==> config.mk <==
export PLATFORM = sky130hd
export DESIGN_NAME = mse_front
export DESIGN_NICKNAME = d
export VERILOG_FILES = /design/src/sv/monotonic_stack_engine_defines.svh /design/src/sv/mse_pkg.sv /design/src/sv/mse_front.sv
export SDC_FILE = /design/constraint.sdc
export NUM_CORES = 1
export LEC_CHECK = 0
export BUFFER_PORTS_ARGS = -buffer_cell sky130_fd_sc_hd__buf_2
export CORE_AREA = 2 2 51 53
export DETAILED_ROUTE_END_ITERATION = 8
export DIE_AREA = 0 0 53 55
export GPL_ROUTABILITY_DRIVEN = 0
export HOLD_SLACK_MARGIN = 0.05
export PLACE_DENSITY = 0.83
export RECOVER_POWER = 50
export REMOVE_ABC_BUFFERS = 1
export SYNTH_ARGS = -nofsm -noshare
export SYNTH_HDL_FRONTEND = slang
export SYNTH_SLANG_ARGS = --single-unit
==> constraint.sdc <==
create_clock -name clk -period 3.3 [get_ports clk]
set_input_delay 0.495 -clock clk [delete_from_list [all_inputs] [get_ports clk]]
set_output_delay 0.495 -clock clk [all_outputs]
set_load 0.1 [all_outputs]
==> src/sv/monotonic_stack_engine_defines.svh <==
// Assertion macros used by the RTL of the monotonic stack engine.
`ifndef MONOTONIC_STACK_ENGINE_DEFINES_SVH
`define MONOTONIC_STACK_ENGINE_DEFINES_SVH

// Same-cycle implication, sampled on clk and disabled during reset.
`define MSE_ASSERT_IMP(lbl, ante, cons, msg) \
  lbl: assert property (@(posedge clk) disable iff (!rst_n) (ante) |-> (cons)) \
    else $error(msg);

// Next-cycle implication, sampled on clk and disabled during reset.
`define MSE_ASSERT_NXT(lbl, ante, cons, msg) \
  lbl: assert property (@(posedge clk) disable iff (!rst_n) (ante) |=> (cons)) \
    else $error(msg);

`endif

==> src/sv/mse_pkg.sv <==
package mse_pkg;

  localparam int DATA_W = 32;
  localparam int DEPTH  = 128;
  localparam int PTR_W  = $clog2(DEPTH);
  localparam int CNT_W  = $clog2(DEPTH + 1);

  localparam logic [1:0] MODE_NGE  = 2'd0;
  localparam logic [1:0] MODE_NSE  = 2'd1;
  localparam logic [1:0] MODE_SPAN = 2'd2;

  typedef enum logic [1:0] {
    OP_NGE  = 2'd0,
    OP_NSE  = 2'd1,
    OP_SPAN = 2'd2
  } op_t;

  typedef struct packed {
    logic signed [DATA_W-1:0] value;
    logic                     last;
    logic                     ovf;
    op_t                      op;
    logic [PTR_W-1:0]         pos;
  } item_t;

  typedef struct packed {
    logic valid;
    logic full;
  } q_stat_t;

  typedef struct packed {
    logic signed [DATA_W-1:0] value;
    logic [PTR_W-1:0]         idx;
  } ent_t;

endpackage

==> src/sv/mse_front.sv <==
module mse_front (
  input  logic                              clk,
  input  logic                              rst_n,
  input  logic                              cfg_valid,
  input  logic [1:0]                        cfg_data,
  input  logic                              in_valid,
  input  logic signed [mse_pkg::DATA_W-1:0] in_value,
  input  logic                              in_last,
  input  mse_pkg::q_stat_t                  q_stat,
  output logic                              in_stall,
  output logic                              q_push,
  output mse_pkg::item_t                    q_item
);

  logic [1:0]               mode_r, mode_nxt;
  logic [mse_pkg::CNT_W-1:0] pos_r, pos_nxt;
  logic                     ovf;
  mse_pkg::op_t             op;

  assign in_stall = q_stat.full;
  assign q_push   = in_valid && !q_stat.full;
  assign ovf      = pos_r >= mse_pkg::CNT_W'(mse_pkg::DEPTH);

  always_comb begin
    case (mode_r)
      mse_pkg::MODE_NGE: op = mse_pkg::OP_NGE;
      mse_pkg::MODE_NSE: op = mse_pkg::OP_NSE;
      default:           op = mse_pkg::OP_SPAN;
    endcase
  end

  always_comb begin
    q_item.value = in_value;
    q_item.last  = in_last;
    q_item.ovf   = ovf;
    q_item.op    = op;
    q_item.pos   = pos_r[mse_pkg::PTR_W-1:0];
  end

  always_comb begin
    mode_nxt = mode_r;
    pos_nxt  = pos_r;
    if (cfg_valid) begin
      mode_nxt = cfg_data;
    end
    if (q_push) begin
      if (in_last) begin
        pos_nxt = '0;
      end else if (!ovf) begin
        pos_nxt = pos_r + 1'b1;
      end
    end
  end

  always_ff @(posedge clk) begin
    if (!rst_n) begin
      mode_r <= mse_pkg::MODE_NGE;
      pos_r  <= '0;
    end else begin
      mode_r <= mode_nxt;
      pos_r  <= pos_nxt;
    end
  end

endmodule

**Word-level counts from Yosys, hierarchy flattened**

Index checks and enable logic that the tools add are counted.

- Output and inout port bits: 45
- Register bits after elaboration: 10

- Eq/ne operators: 2
- Order comparisons: 1
- $add $sub $neg: 1
- Mux-type cells: 3
- Reduce and logical (&&, ||, !) cells: 4

Operators by type and width:

| kind | number |
|---|---|
| $mux W8 | 2 |
| $add A8 B1 Y8 const B | 1 |
| $ge A8 B8 Y1 const B | 1 |
| $pmux W2 S2 | 1 |
| $eq A2 B1 Y1 const B | 1 |
| $logic_not A2 Y1 | 1 |
| $ne A2 B2 Y1 const B | 1 |
| $reduce_and A2 Y1 | 1 |
| $logic_and A1 B1 Y1 | 1 |
| $logic_not A1 Y1 | 1 |

**Depth between registers and ports, before layout**

- Depth after elaboration: 3
- Mapped depth: 4
- Mapped depth without buffers: 4

**Worst setup path after synthesis**

Ideal clock, no wire load.

- Path type: flip-flop to output port
- From: reg mode_r[0]
- To: out q_item[7] (netlist name)
- Path buffers: 0
- Slack: 1.146 ns
- Arrival time: 1.659 ns
- Cell stages (with the launch flop): 2
- Data required time: 2.805 ns
- Path through: dfxtp_1 > nor2b_1

RTL lines:

| item | RTL line | source |
|---|---|---|
| start, declared | mse_front.sv:15 | `logic [1:0] mode_r, mode_nxt;` |
| start signal, assigned | mse_front.sv:57 | `mode_r <= mse_pkg::MODE_NGE;` |
| start signal, assigned | mse_front.sv:60 | `mode_r <= mode_nxt;` |
| end, declared | mse_front.sv:12 | `output mse_pkg::item_t q_item` |

**Worst setup path in the final report**

- From: in q_stat[0] (netlist name)
- To: out q_push

- Word-level cells in the longest chain between the ends: 2

RTL lines:

| item | RTL line | source |
|---|---|---|
| start, declared | mse_front.sv:9 | `input mse_pkg::q_stat_t q_stat,` |
| $logic_not A1 Y1 | mse_front.sv:21 | `assign q_push = in_valid && !q_stat.full;` |
| $logic_and A1 B1 Y1 | mse_front.sv:21 |  |
| end, declared | mse_front.sv:11 | `output logic q_push,` |

No other way between the ends.

==> metrics.txt <==
CTS sink count=10; Yosys Warn Count=0; Initial Util=36.1%; final wirelength=2330 microns; RSZ-0062 raised after global routing=false; CTS H-tree depth=1; R2R cell count=4; dominant cells by area after synthesis=buf_4 37%, dfxtp_1 23%, mux2i_1 4.7%; Fmax=0.542 GHz; # hold bufs at CTS=0; final setup vio count=0; DR DRC count=0; Worst Hold End=pos_r[7]$_SDFFE_PN0P_; layout cell share with drive strength beyond 1=27.8%; Placed Instances=106; cells after synthesis=103; # IOs=86; largest net degree at the start of global routing=11; CTS max path bufs=2; vias in the first global route=520; CP max FO=9; first-iteration detailed-routing DRC count=4; Routed Antenna Nets=0; final setup TNS=0 ps; first-pass GRT wire length=3140 microns; HPWL Detailed=2000 microns; Multi-input gate area=287 sq um; R2R Path Start=pos_r[0]$_SDFFE_PN0P_; fin util=28.1%; total CTS buffers=3; max-slew violations=0; Max-cap violations=0; Power Density=384 nW/um^2; required time worst endpoint=2800 ps; Synth top cells by count=42 x buf_4, 10 x dfxtp_1, 5 x inv_1; Sequential Power Share=48.8%; CTS tree=built; CTS root buffer=clkbuf_4; Crit Path Class=in -> out; clock skew=4.36 ps; Seq/Total Area, Yosys=23.4%; post-CTS setup buffers=0; status=finished clean; Register Area=200 sq um; relative slew slack=62.7%; R2R setup slack=1930 ps; initial antenna violation count=0; grt total ovfl=0; Layout fillers=263; drt first pass iters=4; fin crit period=1850 ps; pre-CTS setup slack=1450 ps; Cell Area, Synth=855 sq um; hold_sp=pos_r[7]$_SDFFE_PN0P_; most frequent cell after synthesis=buf_4; synth unique cells=21; Post-CTS Resized=0; FP Rows=18; Synth top area share=36.9%; Gate power share=19.6%; area growth from synthesis to layout=-22.3%; worst setup margin=1450 ps; Post-Layout Cell Count=109; Hold Path Depth=2; Hold Path Class=reg -> reg; maximum VDD drop=0.186 mV; via count=550; #FFs+latches synth=10; nets=124; Skew-Pair Late Insertion Delay=260 ps; Least-Margin Pin Slew=559 ps; Via-to-Cell Ratio=5.05; startpoint types=input port; n_diodes=0; CP Data Arrival Time=1350 ps; I/O Buffers=20; Hold Violations, Final=0; leakage power=0.272 nW; P_sw=0.0802 mW; die area=2920 sq um; EDFF count, synth=0; Mean Syn Cell Area=8.30 sq um; wire per inst=21.4 microns; Core Box Area=2360 sq um; Yosys top cell by area=buf_4; Crit. End Element=primary output; gr usage total=16.9%; DIE HEIGHT=55 microns; reg-to-reg endpoint=pos_r[1]$_SDFFE_PN0P_; Cell Int Power=0.175 mW; period utilization=55.9%; Worst-path clk slew=60 ps; Synth Flop Type=dfxtp_1; sw frac=31.4%; share of flip-flops with an asynchronous set or reset=0%; chip width=53 microns; clock power share=31.6%
-- state kept, by name, indices dropped and copies added (netlist names) --
signal and flops:
pos_r 8, mode_r 2
-- power by group through the flow --
stage	Clock (mW)	Sequential, mW	Combinational [mW]
after floorplan	0	0.137	0.0188
after global placement	0	0.127	0.0499
after detailed placement	0	0.127	0.0505
after CTS	0.0838	0.125	0.0506
after global routing	0.0917	0.125	0.0534
final	0.0806	0.125	0.0502
-- cell families after synthesis --
| family | synth area share, % |
|---|---|
| mux | 4.69 |
| flops | 23.4 |
| fa+ha+maj | 2.93 |
| simple gates | 18.0 |
| compound gates | 7.91 |
| buf+inv | 43.0 |
-- per-layer routing --
layer	up-vias	track usage [%]	wire, microns
li1	251	-	-
met1	250	20.8	961
met2	45	16.9	768
met3	4	22.0	596
met4	0	1.28	6
met5	-	4.17	0
-- cell usage in the layout, fill, tap and decap left out, drive strengths merged --
cell,count
nand3b,4
inv,5
dfxtp,10
ha,2
nand3,4
a21oi,4
o21ai,2
nor4b,1
or3,1
buf,19
nor4,1
or4,4
a21boi,2
clkbuf,4
o31ai,3
or4b,1
nand2,3
mux2i,4
nor2b,4
nand2b,1
-- worst max-delay path by stage --
stage	slack [ps]	cells after the start	from	to
after floorplan	680	1	mode_r[1]$_SDFFE_PN0P_	q_item[7]
after global placement	1460	4	q_stat[0]	q_push
after detailed placement	1450	4	q_stat[0]	q_push
after CTS	1450	4	q_stat[0]	q_push
after global routing	1410	4	q_stat[0]	q_push
final	1450	4	q_stat[0]	q_push
-- metrics by stage --
| stage | power [mW] | area, sq um | hold slack, ps |
|---|---|---|---|
| 6_report | 0.255 | 664 | 490 |
| 5_1_grt | 0.270 | 664 | 502 |
| 4_1_cts | 0.259 | 666 | 488 |
| 3_5_place_dp | 0.178 | 643 | 489 |
| 3_3_place_gp | 0.177 | 643 | 473 |
| 2_1_floorplan | 0.156 | 505 | 474 |
-- worst max-delay path, stage by stage --
cell,delay (ps)
buf_2,120
nand2b_1,240
inv_1,80
buf_2,420
-- cell type report --
class / instances / area share [%]
Clock buffer: 3 / 3.39
Inverter: 5 / 2.82
Multi-Input combinational cell: 41 / 43.1
Sequential cell: 10 / 30.1
Tap cell: 30 / 5.65
Timing Repair Buffer: 20 / 14.9
No activity file was read; power rests on OpenSTA's default activity.
