File: config.mk
export PLATFORM = sky130hd
export DESIGN_NAME = mse_queue
export DESIGN_NICKNAME = d
export VERILOG_FILES = /design/src/sv/monotonic_stack_engine_defines.svh /design/src/sv/mse_pkg.sv /design/src/sv/mse_queue.sv
export SDC_FILE = /design/constraint.sdc
export NUM_CORES = 1
export LEC_CHECK = 0
export BUFFER_PORTS_ARGS = -buffer_cell sky130_fd_sc_hd__buf_2
export CAP_MARGIN = 20
export CELL_PAD_IN_SITES_DETAIL_PLACEMENT = 1
export CELL_PAD_IN_SITES_GLOBAL_PLACEMENT = 2
export CORE_AREA = 2 2 95 97
export DETAILED_ROUTE_END_ITERATION = 10
export DIE_AREA = 0 0 97 99
export GPL_TIMING_DRIVEN = 1
export PLACE_DENSITY_LB_ADDON = 0.25
export SYNTH_ARGS = -nofsm -noshare
export SYNTH_HDL_FRONTEND = slang
export SYNTH_SLANG_ARGS = --single-unit
File: constraint.sdc
create_clock -name clk -period 8.55 [get_ports clk]
set_clock_uncertainty 0.05 [all_clocks]
set_input_delay 0.855 -clock clk [delete_from_list [all_inputs] [get_ports clk]]
set_output_delay 0.855 -clock clk [all_outputs]
set_load 0.03 [all_outputs]
File: src/sv/monotonic_stack_engine_defines.svh
// Assertion macros used by the RTL of the monotonic stack engine.
`ifndef MONOTONIC_STACK_ENGINE_DEFINES_SVH
`define MONOTONIC_STACK_ENGINE_DEFINES_SVH

// Same-cycle implication, sampled on clk and disabled during reset.
`define MSE_ASSERT_IMP(lbl, ante, cons, msg) \
  lbl: assert property (@(posedge clk) disable iff (!rst_n) (ante) |-> (cons)) \
    else $error(msg);

// Next-cycle implication, sampled on clk and disabled during reset.
`define MSE_ASSERT_NXT(lbl, ante, cons, msg) \
  lbl: assert property (@(posedge clk) disable iff (!rst_n) (ante) |=> (cons)) \
    else $error(msg);

`endif

File: src/sv/mse_pkg.sv
package mse_pkg;

  localparam int DATA_W = 32;
  localparam int DEPTH  = 128;
  localparam int PTR_W  = $clog2(DEPTH);
  localparam int CNT_W  = $clog2(DEPTH + 1);

  localparam logic [1:0] MODE_NGE  = 2'd0;
  localparam logic [1:0] MODE_NSE  = 2'd1;
  localparam logic [1:0] MODE_SPAN = 2'd2;

  typedef enum logic [1:0] {
    OP_NGE  = 2'd0,
    OP_NSE  = 2'd1,
    OP_SPAN = 2'd2
  } op_t;

  typedef struct packed {
    logic signed [DATA_W-1:0] value;
    logic                     last;
    logic                     ovf;
    op_t                      op;
    logic [PTR_W-1:0]         pos;
  } item_t;

  typedef struct packed {
    logic valid;
    logic full;
  } q_stat_t;

  typedef struct packed {
    logic signed [DATA_W-1:0] value;
    logic [PTR_W-1:0]         idx;
  } ent_t;

endpackage

File: src/sv/mse_queue.sv
module mse_queue (
  input  logic             clk,
  input  logic             rst_n,
  input  logic             push,
  input  mse_pkg::item_t   push_item,
  input  logic             pop,
  output mse_pkg::q_stat_t stat,
  output mse_pkg::item_t   head
);

  mse_pkg::item_t slot_r [2];
  mse_pkg::item_t slot0_nxt, slot1_nxt;
  logic [1:0]     cnt_r, cnt_nxt;
  logic           wr_r, wr_nxt;
  logic           rd_r, rd_nxt;

  assign stat.valid = cnt_r != 2'd0;
  assign stat.full  = cnt_r == 2'd2;
  assign head       = slot_r[rd_r];

  always_comb begin
    slot0_nxt = slot_r[0];
    slot1_nxt = slot_r[1];
    wr_nxt    = wr_r;
    rd_nxt    = rd_r;
    cnt_nxt   = cnt_r;
    if (push) begin
      if (wr_r) begin
        slot1_nxt = push_item;
      end else begin
        slot0_nxt = push_item;
      end
      wr_nxt = !wr_r;
    end
    if (pop) begin
      rd_nxt = !rd_r;
    end
    if (push && !pop) begin
      cnt_nxt = cnt_r + 1'b1;
    end else if (pop && !push) begin
      cnt_nxt = cnt_r - 1'b1;
    end
  end

  always_ff @(posedge clk) begin
    slot_r[0] <= slot0_nxt;
    slot_r[1] <= slot1_nxt;
    if (!rst_n) begin
      cnt_r <= '0;
      wr_r  <= 1'b0;
      rd_r  <= 1'b0;
    end else begin
      cnt_r <= cnt_nxt;
      wr_r  <= wr_nxt;
      rd_r  <= rd_nxt;
    end
  end

endmodule

After elaboration in Yosys (flattened, before gate mapping)
Memory sizes are Yosys's and may differ from the RTL's. A register that Yosys moved wholly into a read port is not among the register bits.
Index checks and enable logic that the tools add are counted.
{"block": "word_totals", "elab_cells": 33, "n_memories": 1, "ramBits": 86, "output_inout_bits": 45, "reg_bits": 4}
{"name": "slot_r", "depth": 2, "width": 43, "rd": 1, "rd_clocked_by_memory_dff": 1, "write_ports": 1, "line": "mse_queue.sv:11", "rtl": "mse_pkg::item_t slot_r [2];"}
{"block": "op_classes", "n_eq_ne": 5, "add_sub_neg": 2, "n_mux": 11, "reduce_logical": 11}
{"op": "43-bit 2-to-1 mux", "n": 5}
{"op": "43-bit OR reduction", "n": 1}
{"op": "1-bit zero test", "n": 4}
{"op": "1-bit 2-to-1 mux", "n": 4}
{"op": "2-bit 2-to-1 mux", "n": 2}
{"op": "2-bit != test, second input constant", "n": 2}
{"op": "2-bit AND reduction", "n": 2}
{"op": "2-bit nonzero test", "n": 2}
{"op": "2-bit by 1-bit adder with 2-bit output, second input constant", "n": 1}
{"op": "2-bit == test, second input constant", "n": 1}
{"op": "1-bit logical AND", "n": 2}
{"op": "1-bit != test, second input constant", "n": 2}
{"op": "2-bit by 1-bit subtractor with 2-bit output, second input constant", "n": 1}

Longest topological paths before layout
Gate-level depths: netlist of run 1.
{"block": "logic_depth", "word_depth": 4, "depth_mapped": 5, "ltp_nobuf": 5}

Worst setup path before layout of run 1
No wires, ideal clock.
{"block": "synth_path", "kind": "input port to flip-flop", "start": "in push", "end": "mem slot_r[0][0] in the netlist's numbering (enable)", "setup_time_ns": 0.450, "required_ns": 8.050, "slack_ns": 5.247, "t_arrival_ns": 2.803, "cell_stages": 1, "cell_sequence": "nor2b_1"}
{"block": "synth_via", "elab_chain_cells": 4, "elab_cells_between_ends": 9, "cone_classes": "4 x eq/ne; 2 x mux; 3 x reduce/logical"}
{"element": "start, declared", "line": "mse_queue.sv:4", "rtl": "input logic push,"}
{"element": "2-bit != test (no source line) / 1-bit != test (equally long branches)"}
{"element": "2-bit AND reduction (no source line)"}
{"element": "43-bit OR reduction (no source line)"}
{"element": "1-bit 2-to-1 mux (no source line)"}
{"element": "end, declared", "line": "mse_queue.sv:11"}
Parallel ways exist; a longest one is shown, timed or not.

==> results of run 1 <==
## cell families (layout without fill, tap and decap cells)
kind of cell,count (synthesis),count (layout),share of synthesized area [%]
flip-flops,91,91,80.72
multiplexers,43,43,14.57
AND/OR/NAND/NOR,9,9,1.770
buffers and inverters,6,111,1.167
AO/OA/AOI/OAI,3,3,0.6024
XOR/XNOR,3,3,0.7908
adder cells (fa/ha/maj),1,1,0.3764
## sequential cells by signal (all words and copies together), names as in the netlist, named ones only
signal,cells
cnt_r,2
rd_r,1
slot_r,86
wr_r,1
## synth_stat cells
cell type	number	area, µm²
and2_1	4	25.02
or3_1	1	6.260
xor2_1	2	17.52
mux2_2	43	484.2
buf_2	1	5.000
nor2b_1	2	12.51
buf_4	4	30.03
or2_2	1	6.260
and2b_2	1	8.760
o21ai_0	1	5.000
xnor2_1	1	8.760
inv_1	1	3.750
edfxtp_1	86	2582
dfxtp_1	5	100.1
ha_1	1	12.51
o21a_1	1	7.510
a21boi_1	1	7.510
## tightest hold or removal path, cell delays in order, from the launching register on
cell and delay [ns]:
dfxtp_1 0.33, o21ai_0 0.08, a21boi_1 0.06
## power by group through the flow
stage                     Clock (mW)  Sequential [mW]  Combinational, mW
after floorplan                    0            0.529             0.0964
after global placement             0            0.538              0.128
after detailed placement           0            0.539              0.129
after CTS                      0.262            0.529              0.130
after global routing           0.275            0.528              0.144
final                          0.249            0.524              0.134
## area by class of cell
cell class / instances / share of cell area (%)
Multi-Input combinational cell: 59 / 14.85
Sequential cell: 91 / 65.26
Clock inverter: 7 / 1.095
Inverter: 1 / 0.09127
Timing Repair Buffer: 94 / 12.41
Tap cell: 108 / 3.286
Clock buffer: 9 / 3.012
## final timing paths
| path | endpoint | slack [ns] | cells after the start |
|---|---|---|---|
| max | head[32] | 5.80 | 3 |
| min | cnt_r[1] | 0.46 | 2 |
| max reg2reg | slot_r[0][11] | 6.88 | 2 |
| min reg2reg | cnt_r[1] | 0.46 | 2 |
## cell usage in the layout, fill, tap and decap left out, drive strengths merged
cell,instances
or2,1
dfxtp,5
nor2b,2
mux2,43
or3,1
xor2,2
clkinvlp,2
ha,1
inv,1
clkinv,5
xnor2,1
a21boi,1
and2b,1
edfxtp,86
clkbuf,9
buf,94
and2,4
o21a,1
o21ai,1
## routing by layer
layer	vias to the layer above	global-route usage (%)
met5	-	0
met3	8	3.759
met4	0	5.200
li1	803	-
met1	828	15.73
met2	53	22.54
==> flow_metrics.tcl, run 1 <==
set metrics [dict create \
    crit_path_end_kind "output pin" \
    highest_layer "met4" \
    wl_mm 5.993 \
    grt_antenna_before_repair 0 \
    instances_no_fill 369 \
    grt_pass1_wl_mm 9.501 \
    portBuffers 91 \
    std_cell_rows 34 \
    num_io_pins 92 \
    htreeDepth 3 \
    num_antenna_cells 0 \
    drive_above_1_share_pct 59.77 \
    sw_frac_of_total_pct 26.22 \
    place_hpwl_mm 3.888 \
    design_area_mm2 0.004113 \
    routedLengthMet1_mm 2.489 \
    wl_met2_mm 3.088 \
    tritoncts "done" \
    grt.overflow.total 0 \
    synth_seq_cells 91 \
    dpl-instance-area_mm2 0.003896 \
    viasPerCell 4.585 \
    finalHoldViolations 0 \
    period_needed_ns 2.753 \
    p_per_area_mw_per_mm2 220.7 \
    finalMaxSlewViolations 0 \
    worst_pin_slew_ns 0.5926 \
    dieWidth_um 97 \
    post_drt_wl_per_cell_um 16.24 \
    vias 1692 \
    synth_area_mm2 0.003323 \
    max_stage_delay_ns 0.71 \
    grt_usage_pct 13.14 \
    cp.required_ns 7.65 \
    clk_pin_slew_ns 0.08 \
    core-area_mm2 0.008551 \
    setup_viol 0 \
    yosysWarnings 0 \
    power_mw 0.9078 \
    dr.pass1.iters 4 \
    cp_top_family "flip-flops" \
    cts.sinks 91 \
    nNetsFinal 304 \
    final_core_util_pct 48.10 \
    regArea_mm2 0.002684 \
    pre_cts_ws_ns 5.958 \
    combPwrFrac_pct 14.8 \
    cp_cell_sequence "buf_16 -> mux2_2 -> buf_2" \
    postCtsHoldBufs 0 \
    tns_ns 0 \
    netlist_instances 156 \
    cap_violations 0 \
    power_frac_seq_pct 57.8 \
    placed_cells_incl_taps 351 \
    grt_max_degree 44 \
    fmax_ghz 0.3632 \
    wl_met3_um 322 \
    crit_slowest_cell "dfxtp_2" \
    grt_pass1_vias 1857 \
    crit_type "register to output pin" \
    holdCritStartpoint "cnt_r[1]" \
    finalCritPeriodShare_pct 32.20 \
    status "finished, final reports clean" \
    hp-class "register to register" \
    synth_cell_types 17 \
    yosysSeqAreaShare_pct 80.72 \
    rsz0062_at_grt "false" \
    path_buf_inv 2 \
    multi_input_area_um2 610.6 \
    critPathMaxFanout 22 \
    nFillCells 833 \
    drcViolationCount 0 \
    p_switching_mw 0.2380 \
    p_leak_nw 1.541 \
    clock_latency_ns 0.34 \
    place.gp.congestion 0.6401 \
    cts_root_buf "clkbuf_8" \
    worstReg2RegStart "wr_r" \
    cts_resized 0 \
    max-slew-margin-rel_pct 60.49 \
    start_util_pct 38.86 \
    clockBufferDepth 2 \
    crit_arrival_ns 1.85 \
    ant_nets 0 \
    start_kind "register" \
    avgSynthCellArea_um2 21.30 \
    syn_nets 204 \
    post-cts-setup-buffers 0 \
    power.internal_mw 0.6698 \
    syn2layout_area_growth_pct 23.76 \
    fin_ws_ns 5.797 \
    clkPwrFrac_pct 27.4 \
    numCtsBuffers 9 \
    hold_slack_ns 0.4615 \
    die_area_mm2 0.009603 \
    vdd_drop_max_uv 100.8 \
    die_y_um 99 \
    drtIter0Drc 62 \
]
(Power assumes the default switching activity.)
==> inputs of run 2 (changes only) <==
CORE_AREA = 2 2 98 100   (was 2 2 95 97)
DIE_AREA = 0 0 100 102   (was 0 0 97 99)
clock period = 2.82 ns   (was 8.55 ns; I/O delays follow)
==> run 2 against run 1 <==
Power grew to 3.1 times the previous value. Setup slack lost 5.1 ns. Sequential cell count is the same. Core utilization shrank 2.7 points. Largest cell class unchanged. Wire length shrank 1.7%. Via count grew 1.8%. First-iteration DRC count shrank 65%. Die area grew 6.2%. Critical path depth is the same.
==> flow_metrics.tcl, run 2 (same netlist as run 1, synthesis figures left out) <==
set metrics [dict create \
    cts_root_buf "clkbuf_8" \
    rsz0062_at_grt "false" \
    place.gp.congestion 0.6552 \
    cp.required_ns 2.49 \
    nNetsFinal 304 \
    cap_violations 0 \
    core-area_mm2 0.009109 \
    critPathMaxFanout 23 \
    power_mw 2.838 \
    portBuffers 91 \
    ant_nets 0 \
    placed_cells_incl_taps 356 \
    sw_frac_of_total_pct 25.18 \
    drcViolationCount 0 \
    crit_arrival_ns 1.83 \
    syn2layout_area_growth_pct 24.36 \
    viasPerCell 4.629 \
    wl_mm 5.892 \
    place_hpwl_mm 3.882 \
    grt_pass1_wl_mm 9.287 \
    p_switching_mw 0.7145 \
    htreeDepth 3 \
    clkPwrFrac_pct 29.7 \
    status "finished, final reports clean" \
    power_frac_seq_pct 56.0 \
    start_kind "register" \
    p_leak_nw 1.544 \
    post_drt_wl_per_cell_um 15.84 \
    nFillCells 898 \
    clockBufferDepth 2 \
    finalCritPeriodShare_pct 76.51 \
    num_io_pins 92 \
    cts.sinks 91 \
    final_cell_mix "91 x buf_2, 86 x edfxtp_1, 43 x mux2_2" \
    path_buf_inv 2 \
    top_regs "slot_r: 86 flops, cnt_r: 2 flops" \
    cp_top_family "flip-flops" \
    design_area_mm2 0.004133 \
    dpl-instance-area_mm2 0.003940 \
    max_stage_delay_ns 0.68 \
    max-slew-margin-rel_pct 58.83 \
    grt_pass1_vias 1872 \
    cts_resized 0 \
    fmax_ghz 0.4635 \
    setup_viol 0 \
    mostFrequentLayoutCell "buf_2" \
    dr.pass1.iters 4 \
    crit_path_end_kind "output pin" \
    post-cts-setup-buffers 0 \
    grt_antenna_before_repair 0 \
    r2r_slack_ns 1.31 \
    vdd_drop_max_uv 301.9 \
    crit_slowest_cell "dfxtp_2" \
    clk_pin_slew_ns 0.09 \
    drtIter0Drc 22 \
    clock_latency_ns 0.34 \
    finalHoldViolations 0 \
    instances_no_fill 372 \
    start_util_pct 36.48 \
    grt_usage_pct 12.35 \
    finalMaxSlewViolations 0 \
    tns_ns 0 \
    dieWidth_um 100 \
    die_area_mm2 0.01020 \
    cp_cell_sequence "buf_12 -> mux2_2 -> buf_2" \
    combPwrFrac_pct 14.3 \
    worst_pin_slew_ns 0.6175 \
    power.internal_mw 2.123 \
    largest_reg_flops 86 \
    tritoncts "done" \
    pre_cts_ws_ns 0.9465 \
    vias 1722 \
    numCtsBuffers 9 \
    hp-class "primary input to register" \
    period_needed_ns 2.157 \
    grt_max_degree 45 \
    die_y_um 102 \
    num_antenna_cells 0 \
    std_cell_rows 35 \
    top_register "slot_r" \
    crit_type "register to output pin" \
    grt.overflow.total 0 \
    p_per_area_mw_per_mm2 686.6 \
    drive_above_1_share_pct 59.77 \
    fin_ws_ns 0.6625 \
    postCtsHoldBufs 0 \
]
## run 2: per-stage QoR
stage	utilization [%]	hold slack, ns
6_report	45.37	0.07160
5_1_grt	45.37	0.03897
4_1_cts	45.37	0.04879
3_5_place_dp	43.26	0.4236
3_3_place_gp	43.26	0.4205
2_1_floorplan	-	0.3309
## run 2: worst paths after layout
path / startpoint / end / depth (start not counted)
min reg2reg: cnt_r[1] / cnt_r[1] / 2
min: push_item[22] / slot_r[1][22] / 1
max: register / head[35] / 3
max reg2reg: wr_r / slot_r[1][32] / 2
## run 2: per-layer routing
layer | global-route usage (%) | wire length (µm) | part of all wire, % | up-vias
met3 | 4.651 | 389 | 6.6 | 4
met2 | 20.63 | 2950 | 50 | 63
met4 | 4.426 | 61 | 1.0 | 0
met5 | 0 | 0 | 0 | -
li1 | - | - | - | 803
met1 | 14.78 | 2491 | 42 | 852
## run 2: power groups by stage
stage | clock network, mW | registers [mW] | logic [mW]
finish | 0.843 | 1.59 | 0.407
global route | 0.932 | 1.60 | 0.439
CTS | 0.885 | 1.59 | 0.415
detailed placement | 0 | 1.62 | 0.413
global placement | 0 | 1.62 | 0.408
floorplan | 0 | 1.60 | 0.292
## run 2: cell type report
type	instances	area (µm²)	share of cell area, %
clock buffer	10	127.6	3.088
multi-input combinational	59	610.6	14.77
timing repair buffer	94	503.0	12.17
sequential	91	2684	64.94
tap	111	138.9	3.361
inverter	1	3.754	0.09083
clock inverter	6	65.06	1.574
