<file path="config.mk">
export PLATFORM = sky130hd
export DESIGN_NAME = mse_back
export DESIGN_NICKNAME = d
export VERILOG_FILES = /design/src/sv/mse_pkg.sv /design/src/sv/mse_back.sv
export VERILOG_INCLUDE_DIRS = /design/src /design/src/sv
export SDC_FILE = /design/constraint.sdc
export NUM_CORES = 2
export LEC_CHECK = 0
export BUFFER_PORTS_ARGS = -buffer_cell sky130_fd_sc_hd__buf_2
export CAP_MARGIN = 20
export CORE_MARGIN = 1
export CORE_UTILIZATION = 35
export DETAILED_ROUTE_END_ITERATION = 8
export SLEW_MARGIN = 15
export SYNTH_ARGS = -nofsm -noshare
export SYNTH_HDL_FRONTEND = slang
export SYNTH_MEMORY_MAX_BITS = 65536
export SYNTH_SLANG_ARGS = --single-unit
</file>
<file path="constraint.sdc">
create_clock -name clk -period 8.6 [get_ports clk]
set_input_delay 2.15 -clock clk [delete_from_list [all_inputs] [get_ports clk]]
set_output_delay 2.15 -clock clk [all_outputs]
set_load 0.02 [all_outputs]
</file>
<file path="src/sv/monotonic_stack_engine_defines.svh">
// Assertion macros used by the RTL of the monotonic stack engine.
`ifndef MONOTONIC_STACK_ENGINE_DEFINES_SVH
`define MONOTONIC_STACK_ENGINE_DEFINES_SVH

// Same-cycle implication, sampled on clk and disabled during reset.
`define MSE_ASSERT_IMP(lbl, ante, cons, msg) \
  lbl: assert property (@(posedge clk) disable iff (!rst_n) (ante) |-> (cons)) \
    else $error(msg);

// Next-cycle implication, sampled on clk and disabled during reset.
`define MSE_ASSERT_NXT(lbl, ante, cons, msg) \
  lbl: assert property (@(posedge clk) disable iff (!rst_n) (ante) |=> (cons)) \
    else $error(msg);

`endif

</file>
<file path="src/sv/mse_pkg.sv">
package mse_pkg;

  localparam int DATA_W = 32;
  localparam int DEPTH  = 128;
  localparam int PTR_W  = $clog2(DEPTH);
  localparam int CNT_W  = $clog2(DEPTH + 1);

  localparam logic [1:0] MODE_NGE  = 2'd0;
  localparam logic [1:0] MODE_NSE  = 2'd1;
  localparam logic [1:0] MODE_SPAN = 2'd2;

  typedef enum logic [1:0] {
    OP_NGE  = 2'd0,
    OP_NSE  = 2'd1,
    OP_SPAN = 2'd2
  } op_t;

  typedef struct packed {
    logic signed [DATA_W-1:0] value;
    logic                     last;
    logic                     ovf;
    op_t                      op;
    logic [PTR_W-1:0]         pos;
  } item_t;

  typedef struct packed {
    logic valid;
    logic full;
  } q_stat_t;

  typedef struct packed {
    logic signed [DATA_W-1:0] value;
    logic [PTR_W-1:0]         idx;
  } ent_t;

endpackage

</file>
<file path="src/sv/mse_back.sv">
`include "monotonic_stack_engine_defines.svh"

module mse_back (
  input  logic                               clk,
  input  logic                               rst_n,
  input  mse_pkg::q_stat_t                   q_stat,
  input  mse_pkg::item_t                     q_head,
  output logic                               q_pop,
  output logic                               out_valid,
  input  logic                               out_stall,
  output logic signed [mse_pkg::DATA_W-1:0]  out_answer,
  output logic                               out_found,
  output logic                               out_overflow,
  output logic                               out_end_of_sequence
);

  typedef enum logic [2:0] {
    ST_IDLE = 3'b001,
    ST_CMP  = 3'b010,
    ST_LOAD = 3'b100
  } st_t;

  st_t                              st_r, st_nxt;
  mse_pkg::item_t                   cur_r, cur_nxt;
  logic [mse_pkg::CNT_W-1:0]        count_r, count_nxt;
  logic signed [mse_pkg::DATA_W-1:0] top_val_r, top_val_nxt;
  logic [mse_pkg::PTR_W-1:0]        top_idx_r, top_idx_nxt;

  logic                              out_valid_r, out_valid_nxt;
  logic signed [mse_pkg::DATA_W-1:0] answer_r, answer_nxt;
  logic                              found_r, found_nxt;
  logic                              ovf_r, ovf_nxt;
  logic                              eos_r, eos_nxt;

  mse_pkg::ent_t             mem [mse_pkg::DEPTH];
  mse_pkg::ent_t             rdata_r;
  logic                      mem_we, mem_re;
  logic [mse_pkg::PTR_W-1:0] waddr, raddr;

  logic                      out_free, nonempty, drop, pop_go, finish;
  logic [mse_pkg::CNT_W-1:0] span;

  assign out_free  = !out_valid_r || !out_stall;
  assign nonempty  = count_r != '0;
  assign waddr     = count_r[mse_pkg::PTR_W-1:0];
  assign raddr     = count_r[mse_pkg::PTR_W-1:0] - mse_pkg::PTR_W'(2);

  always_comb begin
    if (cur_r.op == mse_pkg::OP_NSE) begin
      drop = nonempty && (top_val_r >= cur_r.value);
    end else begin
      drop = nonempty && (top_val_r <= cur_r.value);
    end
  end

  assign pop_go = (st_r == ST_CMP) && !cur_r.ovf && drop;
  assign finish = (st_r == ST_CMP) && !pop_go && out_free;
  assign mem_we = finish && !cur_r.ovf;
  assign mem_re = pop_go;
  assign q_pop  = (st_r == ST_IDLE) && q_stat.valid;

  always_comb begin
    if (nonempty) begin
      span = {1'b0, cur_r.pos} - {1'b0, top_idx_r};
    end else begin
      span = {1'b0, cur_r.pos} + 1'b1;
    end
  end

  always_comb begin
    st_nxt        = st_r;
    cur_nxt       = cur_r;
    count_nxt     = count_r;
    top_val_nxt   = top_val_r;
    top_idx_nxt   = top_idx_r;
    out_valid_nxt = out_valid_r && out_stall;
    answer_nxt    = answer_r;
    found_nxt     = found_r;
    ovf_nxt       = ovf_r;
    eos_nxt       = eos_r;
    case (st_r)
      ST_IDLE: begin
        if (q_stat.valid) begin
          cur_nxt = q_head;
          st_nxt  = ST_CMP;
        end
      end
      ST_CMP: begin
        if (pop_go) begin
          count_nxt = count_r - 1'b1;
          st_nxt    = ST_LOAD;
        end else if (finish) begin
          out_valid_nxt = 1'b1;
          eos_nxt       = cur_r.last;
          ovf_nxt       = cur_r.ovf;
          if (cur_r.ovf) begin
            answer_nxt = '0;
            found_nxt  = 1'b0;
          end else begin
            if (cur_r.op == mse_pkg::OP_SPAN) begin
              answer_nxt = mse_pkg::DATA_W'(span);
              found_nxt  = 1'b1;
            end else begin
              answer_nxt = nonempty ? top_val_r : '1;
              found_nxt  = nonempty;
            end
            top_val_nxt = cur_r.value;
            top_idx_nxt = cur_r.pos;
            count_nxt   = count_r + 1'b1;
          end
          if (cur_r.last) begin
            count_nxt = '0;
          end
          st_nxt = ST_IDLE;
        end
      end
      ST_LOAD: begin
        top_val_nxt = rdata_r.value;
        top_idx_nxt = rdata_r.idx;
        st_nxt      = ST_CMP;
      end
      default: begin
        st_nxt = ST_IDLE;
      end
    endcase
  end

  always_ff @(posedge clk) begin
    if (mem_we) begin
      mem[waddr] <= '{value: cur_r.value, idx: cur_r.pos};
    end
    if (mem_re) begin
      rdata_r <= mem[raddr];
    end
  end

  always_ff @(posedge clk) begin
    cur_r     <= cur_nxt;
    top_val_r <= top_val_nxt;
    top_idx_r <= top_idx_nxt;
    answer_r  <= answer_nxt;
    found_r   <= found_nxt;
    ovf_r     <= ovf_nxt;
    eos_r     <= eos_nxt;
    if (!rst_n) begin
      st_r        <= ST_IDLE;
      count_r     <= '0;
      out_valid_r <= 1'b0;
    end else begin
      st_r        <= st_nxt;
      count_r     <= count_nxt;
      out_valid_r <= out_valid_nxt;
    end
  end

  assign out_valid           = out_valid_r;
  assign out_answer          = answer_r;
  assign out_found           = found_r;
  assign out_overflow        = ovf_r;
  assign out_end_of_sequence = eos_r;

  `MSE_ASSERT_IMP(a_push_room, mem_we, count_r < mse_pkg::CNT_W'(mse_pkg::DEPTH), "push into full stack")
  `MSE_ASSERT_NXT(a_pop_dec, pop_go, count_r == $past(count_r) - 1'b1, "pop did not shrink stack")
  `MSE_ASSERT_NXT(a_last_clear, finish && cur_r.last, count_r == '0, "stack not empty after last beat")
  `MSE_ASSERT_IMP(a_idx_order, mem_we && nonempty, top_idx_r < cur_r.pos, "stack index out of order")

endmodule

</file>
---- After elaboration in Yosys (flattened, before gate mapping) ----
Memory sizes are Yosys's and may differ from the RTL's. A register that Yosys moved wholly into a read port is not among the register bits.
Index checks and enable logic that the tools add are counted.
word-level totals
  register bits ........................... 129
  RAM bits ................................ 4,992
  bits of input ports ..................... 48
  output and inout bits ................... 37
  logic and storage cells ................. 84
  memories ................................ 1
operators by class
  add/sub/neg operators ................... 5
  order comparisons ....................... 2
  equal/unequal tests ..................... 11
  mux-type cells .......................... 26
  bitwise operators ....................... 1
  reduce and logical (&&, ||, !) cells .... 23
memories
  name  words  width  read ports  clocked after Yosys merged registers in  write ports  line            source
  mem   128    39     1           1                                        1            mse_back.sv:35  mse_pkg::ent_t mem [mse_pkg::DEPTH];
operators with widths
  cell                                                                 number
  32-bit 2-to-1 mux                                                    4
  32-bit one-hot mux with 2 select lines                               1
  8-bit 2-to-1 mux                                                     6
  32-bit greater-or-equal comparator                                   1
  32-bit less-or-equal comparator                                      1
  7-bit 2-to-1 mux                                                     3
  7-bit one-hot mux with 2 select lines                                1
  1-bit logical AND                                                    9
  3-bit 2-to-1 mux                                                     3
  3-bit one-hot mux with 3 select lines                                1
  7-bit by 1-bit adder with 8-bit output (second input constant)       1
  8-bit by 1-bit adder with 8-bit output (second input constant)       1
  2-bit != test (second input constant)                                4
  8-bit nonzero test                                                   1
  7-bit by 7-bit subtractor with 8-bit output                          1
  8-bit by 1-bit subtractor with 8-bit output (second input constant)  1
  1-bit 2-to-1 mux                                                     7
  7-bit by 2-bit subtractor with 7-bit output (second input constant)  1
  3-bit AND reduction                                                  2
  1-bit logical NOT                                                    4
  2-bit AND reduction                                                  2
  4-bit AND reduction                                                  1
  2-bit nonzero test                                                   2
  3-bit by 1-bit == test with 1-bit output (second input constant)     1
  9 further kinds                                                      9

---- Depth between registers and ports, before layout ----
  word-level depth ........................ 10
  gate-level depth with buffers ........... 20
  depth with buffers taken out ............ 15

---- Worst setup path before layout ----
No wires, ideal clock.
  path kind ............................... flip-flop to flip-flop
  from .................................... register cur_r[12] in the netlist's numbering
  to ...................................... memory mem[31][0] in the netlist's numbering (enable)
  setup time .............................. 0.533 ns
  arrival ................................. 7.498 ns
  data required time ...................... 8.067 ns
  setup slack ............................. 0.569 ns
  cell stages (with the launch flop) ...... 12
  buffers on the path ..................... 0
  period minus slack after synthesis ...... 8.031 ns
  cell sequence ........................... edfxtp_1 -> inv_1 -> ha_1 -> nor2b_1 -> o211ai_1 -> a2111o_1 -> and3_1 -> a31oi_2 -> a31oi_4 -> nand2_4 -> nand2_1 -> nor4_1
between the ends
  word-level cells in the longest chain between the ends .. 10
  elaborated cells on any way between the ends .. 12
  classes of those cells .................. order compare: 2; mux: 3; reduce/logical: 7
ends and longest elaborated chain
  what                                                                                          line                            source
  from (decl)                                                                                   mse_back.sv:24                  mse_pkg::item_t cur_r, cur_nxt;
  from (signal assigned)                                                                        mse_back.sv:138                 cur_r <= cur_nxt;
  32-bit less-or-equal comparator / 32-bit greater-or-equal comparator (equally long branches)  mse_back.sv:52, mse_back.sv:50
  1-bit logical AND, on equally long branches                                                   mse_back.sv:52, mse_back.sv:50
  1-bit 2-to-1 mux *                                                                            mse_back.sv:49                  if (cur_r.op == mse_pkg::OP_NSE) begin
  1-bit logical AND *                                                                           mse_back.sv:56                  assign pop_go = (st_r == ST_CMP) && !cur_r.ovf && drop;
  1-bit logical NOT *                                                                           mse_back.sv:57                  assign finish = (st_r == ST_CMP) && !pop_go && out_free;
  1-bit logical AND * (2 in series)                                                             mse_back.sv:57
  1-bit logical AND *                                                                           mse_back.sv:58                  assign mem_we = finish && !cur_r.ovf;
  1-bit 2-to-1 mux *                                                                            mse_back.sv:129                 if (mem_we) begin
  1-bit 2-to-1 mux (not written as such) *                                                      mse_back.sv:130                 mem[waddr] <= '{value: cur_r.value, idx: cur_r.pos};
  to (decl)                                                                                     mse_back.sv:35
Every way passes the cells marked *; elsewhere a longest branch is shown, timed or not.

---- Final worst setup path ----
  from .................................... register cur_r[22] in the netlist's numbering
  to ...................................... memory mem[16][24] in the netlist's numbering (enable)
Same word-level chain as after synthesis.

==> impl_metrics.ini <==
[timing]
hold_ws_ns = 0.534
relSlewSlack = 0.192
finalSetupViolations = 0
fin_crit_sh = 0.705
clock_skew_ns = 0.0513
rsz0062_at_grt = false
fin_crit_ns = 6.06
tns_ns = 0
clock.fmax_mhz = 165
setup_slack_ns = 2.54
hold_viol = 0
final_max_slew_viol_count = 0
worst_slew_pin_slew_ns = 1.18

[worst_hold_path]
min_path_type = reg2reg

[grt]
gr-total-overflow = 0
grt_max_degree = 162
antenna_found_initial = 56
track_usage = 0.181
grt_pass1_wl_microns = 728000
grt_pass1_vias = 93400

[die]
num_rows = 275
die_w_microns = 754
start_util = 0.352
fp.dieArea_sq_mm = 0.568
num_io_pins = 85
die_h_microns = 754
core_area_sq_mm = 0.562

[yosys]
synth.avg_cell_area_sq_um = 24.5
yosysMostFrequentCell = edfxtp_1
synth-edff-count = 5148
yosysSeqAreaShare = 0.783
netlist.area_leader.share = 0.782
synth_top_cells_by_count = edfxtp_1 (5148), mux4_2 (1560), clkbuf_1 (258)
synth_seq_cells = 5160
synth_ff_type = edfxtp_1
syn_area_sq_mm = 0.198
synth_area_leaders = edfxtp_1 (78%), mux4_2 (18%), clkbuf_1 (0.49%), mux2_2 (0.49%), mux2i_1 (0.39%)
ys_warn_count = 0
synthArstFlopShare = 0
netlist_instances = 8060
syn_nets = 8155
synth_top_area_cell = edfxtp_1
ys_types = 67

[route]
drt_pass1_iterations = 8
via_count = 91600
top_layer = met5
ant_nets = 0
viasPerCell = 5.56
wl_per_cell_microns = 31.9
drtIter0Drc = 13400
routed_wl_microns = 526000
drc_errors = 1
drt-met1-wl_microns = 205000
route.met3.wl_microns = 50600
route.met2.wl_microns = 248000

[setup_path]
cp_top_family = simple AND/OR/NAND/NOR gates
cp_cell_sequence = buf_4 -> inv_1 -> ha_1 -> nand4_1 -> nor2_1 -> a221oi_1 -> a311oi_2 -> a31oi_2 -> a31oi_4 -> nand2_4 -> nand4_1 -> nor2_4 -> buf_4
cp_max_fo = 66
critPathKind = reg2reg
cp_slowest_cell = nor2_4
critPathArrivalTime_ns = 6.77
end_kind = register
worstPathRequired_ns = 9.31
critPathMaxStageDelay_ns = 1.23
crit_buf_inv = 3
critPathLaunchType = register

[clocking]
clk_pin_slew_worst_paths_ns = 0.06
hold_buffers = 0
cts_tree = done
cts_root_buf = clkbuf_16
htreeDepth = 6
clock_path_buffers = 4
clk_latency_ns = 1.06
numCtsBuffers = 523
post-cts-setup-buffers = 0
cts_resized = 0
cts_sinks = 5160

[finish]
multi_input_area_sq_mm = 0.0417
syn_to_final_growth_pct = 14.3
drive_gt1_frac = 0.324
ff_latch_area_sq_mm = 0.155
final_cells = 16500
fill_cells = 48200
finalNetCount = 8635

[placement]
portBuffers = 83
hpwl_microns = 282000
pre_cts_ws_ns = 2.41
dpl.cell_count = 15500
place.gp.congestion = 0.883

[flow_run]
cap_violations = 0

[power_and_ir_drop]
finalPower_uw = 53200
p_per_area_mw_per_mm2 = 235
ir_drop_mv = 0.207
p_leak_uw = 0.0670

[run_status]
outcome = finished, violations left
violations = DRC
[final timing paths]
| check | to | from | slack, ns | cells after the start |
|---|---|---|---|---|
| worst min register to register | top_val_r[15]$_DFFE_PP_ | rdata_r[22]$_DFFE_PN_ | 0.53 | 2 |
| worst max register to register | mem[16][24]$_DFFE_PP_ | cur_r[22]$_DFFE_PP_ | 2.54 | 13 |
| worst max-delay path | mem[16][24]$_DFFE_PP_ | cur_r[22]$_DFFE_PP_ | 2.54 | 13 |
| worst min-delay path | top_val_r[15]$_DFFE_PP_ | rdata_r[22]$_DFFE_PN_ | 0.53 | 2 |
[through the flow]
step           area [sq um]  utilization
2_1_floorplan        198000            -
3_3_place_gp         209000        0.372
3_5_place_dp         209000        0.372
4_1_cts              226000        0.402
5_1_grt              226000        0.402
6_report             226000        0.402
[cells by family (layout without fill, tap and decap cells)]
group | count (synthesis) | after routing | synth area share
flops | 5160 | 5160 | 0.783
mux | 1725 | 1725 | 0.187
buf+inv | 495 | 1380 | 0.0104
simple gates | 359 | 359 | 0.00836
compound gates | 265 | 265 | 0.00840
fa+ha+maj | 47 | 47 | 0.00301
xor+xnor | 9 | 9 | 0.000399
other cells | 0 | 48 | 0
[tightest hold or removal path: cells and delay by family, from the launching register on]
family	cells	cell delay, ns
AND/OR/NAND/NOR	1	0.05
AO/OA/AOI/OAI	1	0.06
flip-flops	1	0.32
[state kept, by name, indices dropped and copies added, names as in the netlist, 3 cells and up]
name        flops
cur_r          43
out_answer     32
mem          4992
st_r            3
count_r         8
rdata_r        39
top_val_r      32
top_idx_r       7
[per-layer routing]
metal	vias to the layer above	GRT usage
met5	-	0
met4	4	0.0710
met3	735	0.0375
met2	4543	0.287
met1	50300	0.247
li1	36000	-
[where the power goes]
part,switching (uW),internal [uW]
Combinational,2100,902
Clock,9620,12500
Sequential,59.4,28000
[cell type report]
type                    count  share of cell area
multi-input cells        2405               0.185
clock buffers             648              0.0608
inverters                  51            0.000847
diodes                     48            0.000531
well taps                7479              0.0414
clock inverters           282              0.0123
repair buffers            399              0.0144
flip-flops and latches   5160               0.685
[cells in the final DEF, fill, tap and decap left out, types with 66 or more instances in the layout]
master,count
clkinv_1,114
mux2i_1,78
clkbuf_1,116
buf_2,83
clkbuf_16,532
nor3_2,93
mux2_2,86
buf_4,281
a21oi_1,66
nand2_1,98
mux4_2,1560
edfxtp_1,5148
Power figures use the tool's default switching activity.
